$ cat src/hw/rtl/assert_macros.svh
// Assertion helpers: clocked on clk, quiet while rst_n is low.
`ifndef ASSERT_MACROS_SVH
`define ASSERT_MACROS_SVH

// Same-cycle implication.
`define CLP_ASSERT_NOW(lbl, ante, cons, msg) \
  lbl: assert property (@(posedge clk) disable iff (!rst_n) (ante) |-> (cons)) else $error(msg);

// Next-cycle implication.
`define CLP_ASSERT_NEXT(lbl, ante, cons, msg) \
  lbl: assert property (@(posedge clk) disable iff (!rst_n) (ante) |=> (cons)) else $error(msg);

`endif

$ cat src/hw/rtl/clp_pkg.sv
`default_nettype none
package clp_pkg;

  // normal components are Q2.14
  localparam int NORM_FRAC = 14;
  // dot product sum and plane distance widths
  localparam int AW = 52;
  localparam int DW = 48;
  // shared multiplier operand and product widths
  localparam int MA = 34;
  localparam int MB = 26;
  localparam int PW = MA + MB;

  localparam logic [2:0] CFG_NX  = 3'd0;
  localparam logic [2:0] CFG_NY  = 3'd1;
  localparam logic [2:0] CFG_NZ  = 3'd2;
  localparam logic [2:0] CFG_OFF = 3'd3;
  localparam logic [2:0] CFG_TOL = 3'd4;

  typedef struct packed {
    logic signed [31:0] x;
    logic signed [31:0] y;
    logic signed [31:0] z;
    logic               valid;
    logic               last;
    logic [6:0]         count;
    logic               ovf;
  } clp_item_t;

  typedef enum logic [3:0] {
    ST_IDLE, ST_DMUL, ST_DACC, ST_DIST, ST_EDGE, ST_TQ, ST_DIV,
    ST_XSUB, ST_XMUL, ST_XADD, ST_PUSHC, ST_PUSHB, ST_NEXT, ST_FIN
  } clp_state_t;

endpackage
`default_nettype wire

$ cat src/hw/rtl/plane_polygon_clip_top.sv
`default_nettype none
// channel | handshake           | payload
// in      | in_tvalid/in_tready | in_tdata x,y,z; in_tlast last_vertex
// out     | out_tvalid/out_tready | out_tdata x,y,z,count; out_tuser valid,ovf; out_tlast
// cfg     | cfg_valid/cfg_ready | cfg_index, cfg_data
// The plane distance of a vertex takes three passes through the shared multiplier,
// one accumulate and one offset subtract; then each crossing edge finds t, with the
// divider when t lies strictly between 0 and 1, and interpolates, and each point is
// pushed and each edge closed in turn.
// in_tready is high only while the sequencer is idle; a stalled output holds it in a push.
// Reset is synchronous on rst_n and restores the register defaults; cfg is always ready.
module plane_polygon_clip_top import clp_pkg::*; #(
  parameter int MAX_POINTS      = 64,
  parameter int COORD_FRAC_BITS = 14
) (
  input  wire logic         clk,
  input  wire logic         rst_n,
  input  wire logic         in_tvalid,
  output logic              in_tready,
  input  wire logic [95:0]  in_tdata,   // vertex_x, vertex_y, vertex_z
  input  wire logic         in_tlast,   // last_vertex
  output logic              out_tvalid,
  input  wire logic         out_tready,
  output logic [103:0]      out_tdata,  // out_x, out_y, out_z, point_count, pad
  output logic [1:0]        out_tuser,  // point_valid, overflow
  output logic              out_tlast,  // last_point
  input  wire logic         cfg_valid,
  output logic              cfg_ready,
  input  wire logic [2:0]   cfg_index,
  input  wire logic [31:0]  cfg_data
);
  localparam int CW = $clog2(MAX_POINTS + 1);
  localparam int TW = COORD_FRAC_BITS + 1;
  localparam logic [TW-1:0] ONE  = TW'(1) << COORD_FRAC_BITS;
  localparam logic [PW-1:0] HALF = PW'(1) << (COORD_FRAC_BITS - 1);

  clp_state_t state_r, state_nxt;

  logic signed [15:0] nx_r, ny_r, nz_r;
  logic signed [31:0] off_r;
  logic [15:0]        tol_r;

  logic signed [31:0] v_r [3];
  logic signed [31:0] first_r [3];
  logic signed [31:0] prev_r [3];
  logic signed [31:0] c_r [3];
  logic signed [DW-1:0] dv_r, fd_r, pd_r, num_r, den_r;
  logic signed [AW-1:0] acc_r;
  logic        last_r, havef_r, drop_r, edge_r, pushb_r, neg_r;
  logic [CW-1:0] cnt_r;
  logic [1:0]    k_r;
  logic [TW-1:0] tq_r;
  logic [32:0]   mag_r;

  clp_item_t pend_r, out_r, new_item, fin_item;
  logic      pend_v_r, out_v_r;

  // edge operands: main edge prev->v, closing edge v->first
  logic signed [31:0]   ea [3];
  logic signed [31:0]   eb [3];
  logic signed [DW-1:0] eda, edb, dist_c, den_c;
  logic                 ina, inb;

  logic signed [MA-1:0] mul_a;
  logic signed [MB-1:0] mul_b;
  logic signed [PW-1:0] prod;
  logic signed [32:0]   delta;
  logic [PW-1:0]        rr;

  logic div_start, div_done;
  logic [COORD_FRAC_BITS-1:0] div_q;

  logic out_free, full, push_st, push_take, push_go, fin_go;

  always_comb begin
    for (int i = 0; i < 3; i++) begin
      ea[i] = edge_r ? v_r[i] : prev_r[i];
      eb[i] = edge_r ? first_r[i] : v_r[i];
    end
  end
  assign eda    = edge_r ? dv_r : pd_r;
  assign edb    = edge_r ? fd_r : dv_r;
  assign ina    = eda <= $signed({{(DW-16){1'b0}}, tol_r});
  assign inb    = edb <= $signed({{(DW-16){1'b0}}, tol_r});
  assign den_c  = eda - edb;
  assign dist_c = DW'(acc_r >>> NORM_FRAC) - DW'(off_r);
  assign delta  = 33'(eb[k_r]) - 33'(ea[k_r]);
  assign rr     = (PW'(prod) + HALF) >> COORD_FRAC_BITS;

  always_comb begin
    if (state_r == ST_XMUL) begin
      mul_a = MA'({1'b0, mag_r});
      mul_b = MB'({1'b0, tq_r});
    end else begin
      mul_a = MA'(v_r[k_r]);
      unique case (k_r)
        2'd0:    mul_b = MB'(nx_r);
        2'd1:    mul_b = MB'(ny_r);
        default: mul_b = MB'(nz_r);
      endcase
    end
  end

  clp_mul u_mul (.clk(clk), .a(mul_a), .b(mul_b), .p_r(prod));

  clp_div #(.NW(DW), .QW(COORD_FRAC_BITS)) u_div (
    .clk(clk), .rst_n(rst_n), .start(div_start),
    .num(num_r), .den(den_r), .done_r(div_done), .q_r(div_q)
  );

  // push and flush handshakes with the pending/output register pair
  assign out_free  = !out_v_r || out_tready;
  assign full      = cnt_r >= CW'(MAX_POINTS);
  assign push_st   = (state_r == ST_PUSHC) || (state_r == ST_PUSHB);
  assign push_go   = push_st && (full || !pend_v_r || out_free);
  assign push_take = push_go && !full;
  assign fin_go    = (state_r == ST_FIN) && (!(pend_v_r || last_r) || out_free);

  always_comb begin
    new_item       = '0;
    new_item.x     = (state_r == ST_PUSHC) ? c_r[0] : eb[0];
    new_item.y     = (state_r == ST_PUSHC) ? c_r[1] : eb[1];
    new_item.z     = (state_r == ST_PUSHC) ? c_r[2] : eb[2];
    new_item.valid = 1'b1;
    new_item.count = 7'(cnt_r + 1'b1);
    new_item.ovf   = drop_r;
    if (pend_v_r) begin
      fin_item      = pend_r;
      fin_item.last = last_r;
    end else begin
      fin_item       = '0;
      fin_item.last  = 1'b1;
      fin_item.count = 7'(cnt_r);
      fin_item.ovf   = drop_r;
    end
  end

  always_comb begin
    state_nxt = state_r;
    div_start = 1'b0;
    unique case (state_r)
      ST_IDLE:  if (in_tvalid) state_nxt = ST_DMUL;
      ST_DMUL:  if (k_r == 2'd2) state_nxt = ST_DACC;
      ST_DACC:  state_nxt = ST_DIST;
      ST_DIST: begin
        if (havef_r || last_r) state_nxt = ST_EDGE;
        else state_nxt = ST_FIN;
      end
      ST_EDGE: begin
        if (ina && inb) state_nxt = ST_PUSHB;
        else if (ina != inb) state_nxt = ST_TQ;
        else state_nxt = ST_NEXT;
      end
      ST_TQ: begin
        if (num_r <= 0 || num_r >= den_r) begin
          state_nxt = ST_XSUB;
        end else begin
          div_start = 1'b1;
          state_nxt = ST_DIV;
        end
      end
      ST_DIV:   if (div_done) state_nxt = ST_XSUB;
      ST_XSUB:  state_nxt = ST_XMUL;
      ST_XMUL:  state_nxt = ST_XADD;
      ST_XADD:  state_nxt = (k_r == 2'd2) ? ST_PUSHC : ST_XSUB;
      ST_PUSHC: if (push_go) state_nxt = pushb_r ? ST_PUSHB : ST_NEXT;
      ST_PUSHB: if (push_go) state_nxt = ST_NEXT;
      ST_NEXT:  state_nxt = (!edge_r && last_r) ? ST_EDGE : ST_FIN;
      ST_FIN:   if (fin_go) state_nxt = ST_IDLE;
      default:  state_nxt = ST_IDLE;
    endcase
  end

  always_ff @(posedge clk) begin
    if (!rst_n) state_r <= ST_IDLE;
    else state_r <= state_nxt;
  end

  assign in_tready = (state_r == ST_IDLE);
  assign cfg_ready = 1'b1;

  // config registers
  always_ff @(posedge clk) begin
    if (!rst_n) begin
      nx_r  <= '0;
      ny_r  <= '0;
      nz_r  <= 16'sd16384;
      off_r <= '0;
      tol_r <= 16'd16;
    end else if (cfg_valid) begin
      unique case (cfg_index)
        CFG_NX:  nx_r  <= cfg_data[15:0];
        CFG_NY:  ny_r  <= cfg_data[15:0];
        CFG_NZ:  nz_r  <= cfg_data[15:0];
        CFG_OFF: off_r <= cfg_data;
        CFG_TOL: tol_r <= cfg_data[15:0];
        default: ;
      endcase
    end
  end

  // polygon control state
  always_ff @(posedge clk) begin
    if (!rst_n) begin
      havef_r <= 1'b0;
      drop_r  <= 1'b0;
      cnt_r   <= '0;
      edge_r  <= 1'b0;
      k_r     <= '0;
    end else begin
      unique case (state_r)
        ST_IDLE: begin
          k_r    <= '0;
          edge_r <= 1'b0;
        end
        ST_DMUL: k_r <= (k_r == 2'd2) ? 2'd0 : k_r + 2'd1;
        ST_DIST: begin
          if (!havef_r) begin
            havef_r <= 1'b1;
            cnt_r   <= '0;
            drop_r  <= 1'b0;
          end
          if (havef_r == 1'b0 && last_r) edge_r <= 1'b1;
        end
        ST_XADD: k_r <= (k_r == 2'd2) ? 2'd0 : k_r + 2'd1;
        ST_PUSHC, ST_PUSHB: begin
          if (push_go && full) drop_r <= 1'b1;
          if (push_take) cnt_r <= cnt_r + 1'b1;
        end
        ST_NEXT: if (!edge_r && last_r) edge_r <= 1'b1;
        ST_FIN:  if (fin_go && last_r) havef_r <= 1'b0;
        default: ;
      endcase
    end
  end

  // datapath
  always_ff @(posedge clk) begin
    unique case (state_r)
      ST_IDLE: begin
        v_r[0] <= in_tdata[31:0];
        v_r[1] <= in_tdata[63:32];
        v_r[2] <= in_tdata[95:64];
        last_r <= in_tlast;
        acc_r  <= '0;
      end
      ST_DMUL: if (k_r != 2'd0) acc_r <= acc_r + AW'(prod);
      ST_DACC: acc_r <= acc_r + AW'(prod);
      ST_DIST: begin
        dv_r <= dist_c;
        if (!havef_r) begin
          first_r <= v_r;
          fd_r    <= dist_c;
        end
      end
      ST_EDGE: begin
        pushb_r <= inb;
        if (den_c < 0) begin
          num_r <= -eda;
          den_r <= -den_c;
        end else begin
          num_r <= eda;
          den_r <= den_c;
        end
      end
      ST_TQ: tq_r <= (num_r <= 0) ? '0 : ONE;
      ST_DIV: if (div_done) tq_r <= {1'b0, div_q};
      ST_XSUB: begin
        neg_r <= delta < 0;
        mag_r <= (delta < 0) ? 33'(-delta) : 33'(delta);
      end
      ST_XADD: c_r[k_r] <= neg_r ? ea[k_r] - 32'(rr) : ea[k_r] + 32'(rr);
      ST_FIN: if (fin_go) begin
        prev_r <= v_r;
        pd_r   <= dv_r;
      end
      default: ;
    endcase
  end

  // pending item and output register
  always_ff @(posedge clk) begin
    if (!rst_n) begin
      pend_v_r <= 1'b0;
      out_v_r  <= 1'b0;
    end else begin
      if ((push_take && pend_v_r) || (fin_go && (pend_v_r || last_r))) begin
        out_v_r <= 1'b1;
      end else if (out_v_r && out_tready) begin
        out_v_r <= 1'b0;
      end
      if (push_take) begin
        pend_v_r <= 1'b1;
      end else if (fin_go && (pend_v_r || last_r)) begin
        pend_v_r <= 1'b0;
      end
    end
  end

  always_ff @(posedge clk) begin
    if (push_take) begin
      if (pend_v_r) out_r <= pend_r;
      pend_r <= new_item;
    end
    if (fin_go && (pend_v_r || last_r)) out_r <= fin_item;
  end

  assign out_tvalid = out_v_r;
  assign out_tdata  = {1'b0, out_r.count, out_r.z, out_r.y, out_r.x};
  assign out_tuser  = {out_r.ovf, out_r.valid};
  assign out_tlast  = out_r.last;

`include "assert_macros.svh"
  `CLP_ASSERT_NOW(a_idle_empty, in_tvalid && in_tready, !pend_v_r, "vertex taken with a point pending")
  `CLP_ASSERT_NOW(a_marker_last, out_tvalid && !out_tuser[0], out_tlast, "empty marker not last")
  `CLP_ASSERT_NOW(a_cnt_cap, 1'b1, cnt_r <= CW'(MAX_POINTS), "point count past capacity")
  `CLP_ASSERT_NEXT(a_div_tq, div_done, tq_r < ONE, "divider quotient not below one")

endmodule
`default_nettype wire

$ cat src/hw/rtl/clp_mul.sv
`default_nettype none
module clp_mul import clp_pkg::*; (
  input  wire logic                 clk,
  input  wire logic signed [MA-1:0] a,
  input  wire logic signed [MB-1:0] b,
  output logic signed [PW-1:0]      p_r
);
  always_ff @(posedge clk) begin
    p_r <= a * b;
  end
endmodule
`default_nettype wire

$ cat src/hw/rtl/clp_div.sv
`default_nettype none
// Restoring divider, one quotient bit per cycle. Requires num < den.
module clp_div #(
  parameter int NW = 48,
  parameter int QW = 14
) (
  input  wire logic          clk,
  input  wire logic          rst_n,
  input  wire logic          start,
  input  wire logic [NW-1:0] num,
  input  wire logic [NW-1:0] den,
  output logic               done_r,
  output logic [QW-1:0]      q_r
);
  localparam int CW = $clog2(QW + 1);

  logic [NW:0]   rem_r;
  logic [NW-1:0] den_r;
  logic [CW-1:0] cnt_r;
  logic          busy_r;
  logic [NW:0]   shl;
  logic          ge;

  assign shl = {rem_r[NW-1:0], 1'b0};
  assign ge  = shl >= {1'b0, den_r};

  always_ff @(posedge clk) begin
    if (!rst_n) begin
      busy_r <= 1'b0;
      done_r <= 1'b0;
      cnt_r  <= '0;
    end else begin
      done_r <= 1'b0;
      if (start) begin
        busy_r <= 1'b1;
        cnt_r  <= CW'(QW);
      end else if (busy_r) begin
        cnt_r <= cnt_r - 1'b1;
        if (cnt_r == CW'(1)) begin
          busy_r <= 1'b0;
          done_r <= 1'b1;
        end
      end
    end
  end

  always_ff @(posedge clk) begin
    if (start) begin
      rem_r <= {1'b0, num};
      den_r <= den;
      q_r   <= '0;
    end else if (busy_r) begin
      rem_r <= ge ? (shl - {1'b0, den_r}) : shl;
      q_r   <= {q_r[QW-2:0], ge};
    end
  end
endmodule
`default_nettype wire

$ cat config.mk
export PLATFORM = sky130hd
export DESIGN_NAME = plane_polygon_clip_top
export DESIGN_NICKNAME = d
export VERILOG_FILES = /design/src/hw/rtl/clp_pkg.sv /design/src/hw/rtl/plane_polygon_clip_top.sv /design/src/hw/rtl/clp_mul.sv /design/src/hw/rtl/clp_div.sv
export VERILOG_INCLUDE_DIRS = /design/src /design/src/hw/rtl
export SDC_FILE = /design/constraint.sdc
export NUM_CORES = 2
export LEC_CHECK = 0
export BUFFER_PORTS_ARGS = -buffer_cell sky130_fd_sc_hd__buf_4
export CORE_MARGIN = 2
export CORE_UTILIZATION = 65
export CTS_BUF_LIST = sky130_fd_sc_hd__clkbuf_4 sky130_fd_sc_hd__clkbuf_8 sky130_fd_sc_hd__clkbuf_16
export CTS_CLUSTER_DIAMETER = 50
export DETAILED_ROUTE_END_ITERATION = 6
export HOLD_SLACK_MARGIN = 0.02
export PLACE_DENSITY_LB_ADDON = 0.3
export SYNTH_ARGS = -nofsm -noshare
export SYNTH_HDL_FRONTEND = slang
export SYNTH_SLANG_ARGS = --single-unit
$ cat constraint.sdc
create_clock -name clk -period 27 [get_ports clk]
set_clock_uncertainty 0.2 [all_clocks]
set_input_delay 4.05 -clock clk [delete_from_list [all_inputs] [get_ports clk]]
set_output_delay 4.05 -clock clk [all_outputs]
set_load 0.05 [all_outputs]
Word level (Yosys, flattened, before mapping)
Memory sizes are Yosys's and may differ from the RTL's. Cells that the tools add are included. Widths: inputs -> output; s select.

$add $sub $neg: 14. Multipliers: 1. $lt $le $gt $ge: 9. Equal/unequal tests: 34. Muxes and demuxes: 80. Bitwise logic cells: 4. Reduce and logical (&&, ||, !) cells: 58.

Operators by type and width (count): $mux 32 (16); $mux 106 (4); $mux 48 (7); $bmux 32 s2 (3); $pmux 52 s3 (1); $le 48x17->1 (2); $neg 48->48 (2); $sub 48x48->48 (2); $pmux 4 s14 (1); $add 52x52->52 (1); $mul 34x26->52 (1); $mux 4 (13); $mux 52 (1); $pmux 26 s2 (1); $ge 49x48->1 (1); $ge 48x48->1 (1); $le 48x1->1 const B (1); $lt 48x1->1 const B (1); $add 46x14->46 const B (1); $sub 38x32->39 (1); $mux 34 (1); $lt 33x1->1 const B (1); $mux 33 (1); $neg 33->33 (1); other kinds (46) (135).

Register bits after elaboration: 1123. Memory bits (writable): 96. Input port bits: 137. Output and inout port bits: 110. Word-level logic and storage cells: 254. Memories kept: 1.

Memory list: c_r (words 3, width 32, rd ports 3, clocked after memory_dff 0, write ports 1, line plane_polygon_clip_top.sv:46) `logic signed [31:0] c_r [3];`.

Depth between registers and ports, before layout
Word-level depth: 8. Mapped depth: 37. Gate-level depth less buffers: 32.

Cells and area by module
From an unflattened synthesis, not the netlist that was laid out.

Cell total of the unflattened synthesis: 9489. Area total of the unflattened synthesis: 95196.3 sq um.

Modules (own cells, without submodules): plane_polygon_clip_top (times used 1, cells each 5124, area each 55192.9 sq um, seq. area each 29608.4 sq um); clp_mul (times used 1, cells each 3525, area each 32190.9 sq um, seq. area each 1201.2 sq um); clp_div (times used 1, cells each 840, area each 7812.5 sq um, seq. area each 3283.1 sq um).

Worst setup path before layout
Ideal clock, no wire load.

Path kind: reg2out. From: register state_r[2]. To: output in_tready. Data arrival time: 8.368 ns. Data required time: 22.750 ns. Setup slack: 14.382 ns. Stages on the path, launching flop included: 4. Path buffers: 2. Path through: dfxtp_1 clkbuf_1 clkbuf_1 nor3_1.

Cells in the longest elaborated chain, start to end: 1.

RTL lines: start, declared (line plane_polygon_clip_top.sv:37) `clp_state_t state_r, state_nxt;`; start signal, assigned (line plane_polygon_clip_top.sv:176) `else state_r <= state_nxt;`; $logic_not 4->1 (line plane_polygon_clip_top.sv:179) `assign in_tready = (state_r == ST_IDLE);`; end, declared (line plane_polygon_clip_top.sv:19) `output logic in_tready,`.

No other way between the ends.

Final worst setup path
From: register k_r[0]. To: register u_mul.p_r[49].

Cells in the longest elaborated chain, start to end: 6. Elaborated cells between the ends (all ways): 10. Classes of those cells: mul: 1; eq/ne: 1; mux: 6; bitwise: 1; reduce/logical: 1.

RTL lines: start, declared (line plane_polygon_clip_top.sv:51) `logic [1:0] k_r;`; start signal, assigned (line plane_polygon_clip_top.sv:216) `ST_DMUL: k_r <= (k_r == 2'd2) ? 2'd0 : k_r + 2'd1;`; start signal, assigned (line plane_polygon_clip_top.sv:225) `ST_XADD: k_r <= (k_r == 2'd2) ? 2'd0 : k_r + 2'd1;`; $not 2->3 (not written as such) (line plane_polygon_clip_top.sv:95) `mul_a = MA'(v_r[k_r]);`; $bmux 32 s2 (line plane_polygon_clip_top.sv:95); $mux 32 (not written as such) (2 in series) (line plane_polygon_clip_top.sv:95); $mux 34 (line plane_polygon_clip_top.sv:91) `if (state_r == ST_XMUL) begin`; $mul 34x26->52 (*) (line clp_mul.sv:9) `p_r <= a * b;`; end signal, assigned (line clp_mul.sv:9); end, declared (line clp_mul.sv:6) `output logic signed [PW-1:0] p_r`.

Mark *: on every way between the ends. The rest lies on a longest branch, timed or not. The select of a mux whose other input is x is not followed. A chain may end at the register's enable or synchronous reset.

==> impl_results.md <==
* Final setup viols at 0
* Rel. slew slack at 0.00685
* CTS Buffer Depth at 3
* Wire length per cell at 24.8 um
* Num CTS Buffers at 139
* Number of remaining DRC errors at 0
* Worst R2R Path Depth at 30
* Finished Cell Area at 0.0979 mm^2
* Leak at 40.9 nW
* Cell internal pwr at 0.00550 W
* Synthesized flop and latch total at 1192
* First-pass GRT wire length at 405000 um
* Critical Path AT at 11500 ps
* Slowest stage cell on the critical path: a2111oi_0
* Sequential power share at 0.287
* Max-cap violation count at 1
* Reg2reg start: k_r[0]
* Flop-to-flop setup slack at 16010 ps
* Num rows at 136
* Via Count at 67.2k
* # IOs at 247
* Post-DP HPWL at 207000 um
* Worst path max stage delay at 750 ps
* Area Overhead vs Synth at 9.56%
* Main synth FF type: edfxtp_1
* HP Class: reg2reg
* CTS root buf: clkbuf_16
* Pwr Density at 103 mW/mm^2
* HP Start: den_r[43]
* Setup Buffers After CTS at 0
* CTS tree: done
* Clk network pwr share at 0.189
* Synthesized instance count at 8646
* Post-synth EDFFs at 1006
* Initial Util at 0.653
* Die height at 375 um
* Req. time, crit path at 27510 ps
* FMAX at 91.0 MHz
* Post-synthesis sequential area ratio at 0.380
* Failing checks: max-capacitance violations
* Final setup TNS at 0 ps
* Vias in the first global route at 67.0k
* Ys Warns at 0
* Core area at 0.137 mm^2
* Critical Path Most Common Cell: fa_1
* Via-to-Cell Ratio at 6.26
* Placed Area at 0.0932 mm^2
* Fin crit share at 0.407
* Fin. max-slew vios at 0
* Maximum VDD drop at 0.0862 mV
* Crit. End Element: flop
* RSZ-0062 raised after global routing: no
* Tightest Pin Transition at 1470 ps
* Synth unique cells at 104
* WHS Path Cells at 0
* Total Routing Usage GR at 0.381
* Outcome: finished, violations left
* Fin crit period at 10990 ps
* Final-layout fill cell count at 9847
* Final setup margin at 16010 ps
* Die width at 375 um
* Sw power at 0.00455 W
* Clock Latency Late Sink at 800 ps
* Dpl ws at 16220 ps
* R2r endpoint: u_mul.p_r[49]
* WL final at 266000 um
* CTS Sinks at 1192
* Max H-tree Level at 4
* Cts-stage hold buffer count at 0
* Port bufs at 244
* Endpoint, Worst Hold: u_div.den_r[43]
* Final count of hold timing violations at 0
* Startpoint types: flop
* Worst-path fanout max at 43
* GP Congestion at 1.04
* Layout cell share with drive strength beyond 1 at 0.0903
* Initial DRC count at 7728
* Clock transition at path regs at 60 ps
* Pin count of the biggest net entering global routing at 130
* GRT overflow at 0
* Sw Share at 0.453
* Critical path type: reg2reg
* Logic pwr share at 0.524
* Antenna violations before repair at 3
* FFs w/ async S/R, synth at 0
* Routed Antenna Nets at 0
* Syn Std Cell Area at 0.0894 mm^2
* Post-CTS sizing at 0
* First-pass DRT Iterations at 7
* Final net count at 10.2k
* Syn Area/Cell at 10.3 um^2
* Total die area at 0.141 mm^2
[sequential cells by signal, summed over array words and instances, names as in the netlist, 48 cells and up]
name / cells
acc_r: 52
c_r: 96
den_r: 48
first_r: 96
num_r: 48
out_tdata: 103
pend_r: 104
prev_r: 96
u_div.den_r: 48
u_div.rem_r: 48
u_mul.p_r: 52
v_r: 96
[critical path: cells and delay by family (launching register included)]
| family | cells | cell delay [ps] |
|---|---|---|
| adder cells (fa/ha/maj) | 8 | 3930 |
| AO/OA/AOI/OAI | 11 | 3650 |
| buffers and inverters | 6 | 1570 |
| AND/OR/NAND/NOR | 3 | 650 |
| flip-flops | 1 | 330 |
| multiplexers | 1 | 310 |
| XOR/XNOR | 1 | 160 |
[cells in the mapped netlist (17+ instances only)]
cell,number,share of area
ha_1,495,0.069
and3_1,59,0.0041
mux2i_1,302,0.034
nand2_1,909,0.038
or2_2,43,0.0030
nor2_1,650,0.027
nand4_1,66,0.0046
fa_1,769,0.17
dfxtp_1,186,0.042
o31ai_1,31,0.0026
o21ai_0,393,0.022
edfxtp_1,1006,0.34
mux2_2,91,0.011
o21a_1,128,0.011
a31oi_1,52,0.0036
xor2_1,140,0.014
nor3_1,85,0.0048
nor2b_1,162,0.011
a21o_1,159,0.013
o22ai_1,47,0.0033
and2_1,56,0.0039
a21oi_1,495,0.028
nor4_1,32,0.0022
o21bai_1,38,0.0032
clkbuf_1,260,0.011
a211oi_1,36,0.0030
o211ai_1,29,0.0024
nand2b_1,45,0.0031
or3_1,36,0.0025
inv_1,1122,0.047
and4_1,17,0.0017
nand3_1,78,0.0044
buf_1,24,0.0010
o21ai_1,27,0.0015
buf_2,33,0.0018
xnor2_1,288,0.028
[how the worst max path moves through the flow]
stage               startpoint            end  slack [ps]  cells after the start
floorplan           state_r[2]      in_tready       14380                      3
global placement        k_r[0]  u_mul.p_r[49]       16360                     30
detailed placement      k_r[0]  u_mul.p_r[49]       16220                     30
CTS                     k_r[0]  u_mul.p_r[49]       16180                     30
global route            k_r[0]  u_mul.p_r[50]       15690                     30
finish                  k_r[0]  u_mul.p_r[49]       16010                     30
[cell usage in the layout (no fill, tap or decap), drive strengths merged, types with 38 or more instances in the layout]
cell	instances
inv	1139
edfxtp	1006
nand2	909
fa	769
nor2	650
a21oi	496
ha	495
o21ai	420
buf	351
mux2i	302
xnor2	288
dfxtp	186
clkbuf	171
nor2b	162
a21o	159
xor2	140
o21a	130
mux2	91
nor3	86
nand3	79
nand4	66
clkinv	61
and3	59
and2	59
a31oi	52
o22ai	47
nand2b	45
or2	45
a211oi	41
o21bai	38
or3	38
[final cells by class]
class,count,area (um^2),share of cell area
repair buffers,351,2650,0.0270
multi-input cells,6016,50200,0.512
clock buffers,171,3780,0.0386
diodes,1,2.50,0.0000255
well taps,1794,2240,0.0229
clock inverters,86,920,0.00939
inverters,1124,4230,0.0432
flip-flops and latches,1192,33900,0.347
[per-layer routing]
layer / GRT usage / vias up / wire length (um)
met2: 0.590 / 3710 / 120000
met3: 0.0993 / 559 / 30100
li1: - / 29726 / -
met4: 0.142 / 2 / 11100
met5: 0 / - / 11
met1: 0.520 / 33219 / 105000
[power groups by stage]
stage	clock network [W]	registers (W)	logic [W]
floorplan	0	0.00277	0.00352
global placement	0	0.00289	0.00498
detailed placement	0	0.00290	0.00509
CTS	0.00191	0.00287	0.00514
global route	0.00198	0.00289	0.00570
finish	0.00190	0.00288	0.00527
[cells by family after synthesis]
family | Yosys count | synth area share
AOI/OAI and AO/OA | 1612 | 0.112
xor gates and xnor gates | 428 | 0.0419
adders and majority gates | 1264 | 0.241
buffers and inverters | 1443 | 0.0611
DFF | 1192 | 0.380
muxes | 393 | 0.0453
other | 2 | 0.0000840
and+or+nand+nor | 2312 | 0.118
[metrics by stage]
step                hold WS, ps  utilization  std cells  total power, W
CTS                         246        0.715      10734         0.00992
global placement            230        0.681      10477         0.00787
floorplan                   225            -       8651         0.00629
detailed placement          237        0.681      10477         0.00799
global route                266        0.715      10734          0.0106
finish                      245        0.715      10735          0.0101
(Power assumes the default switching activity.)
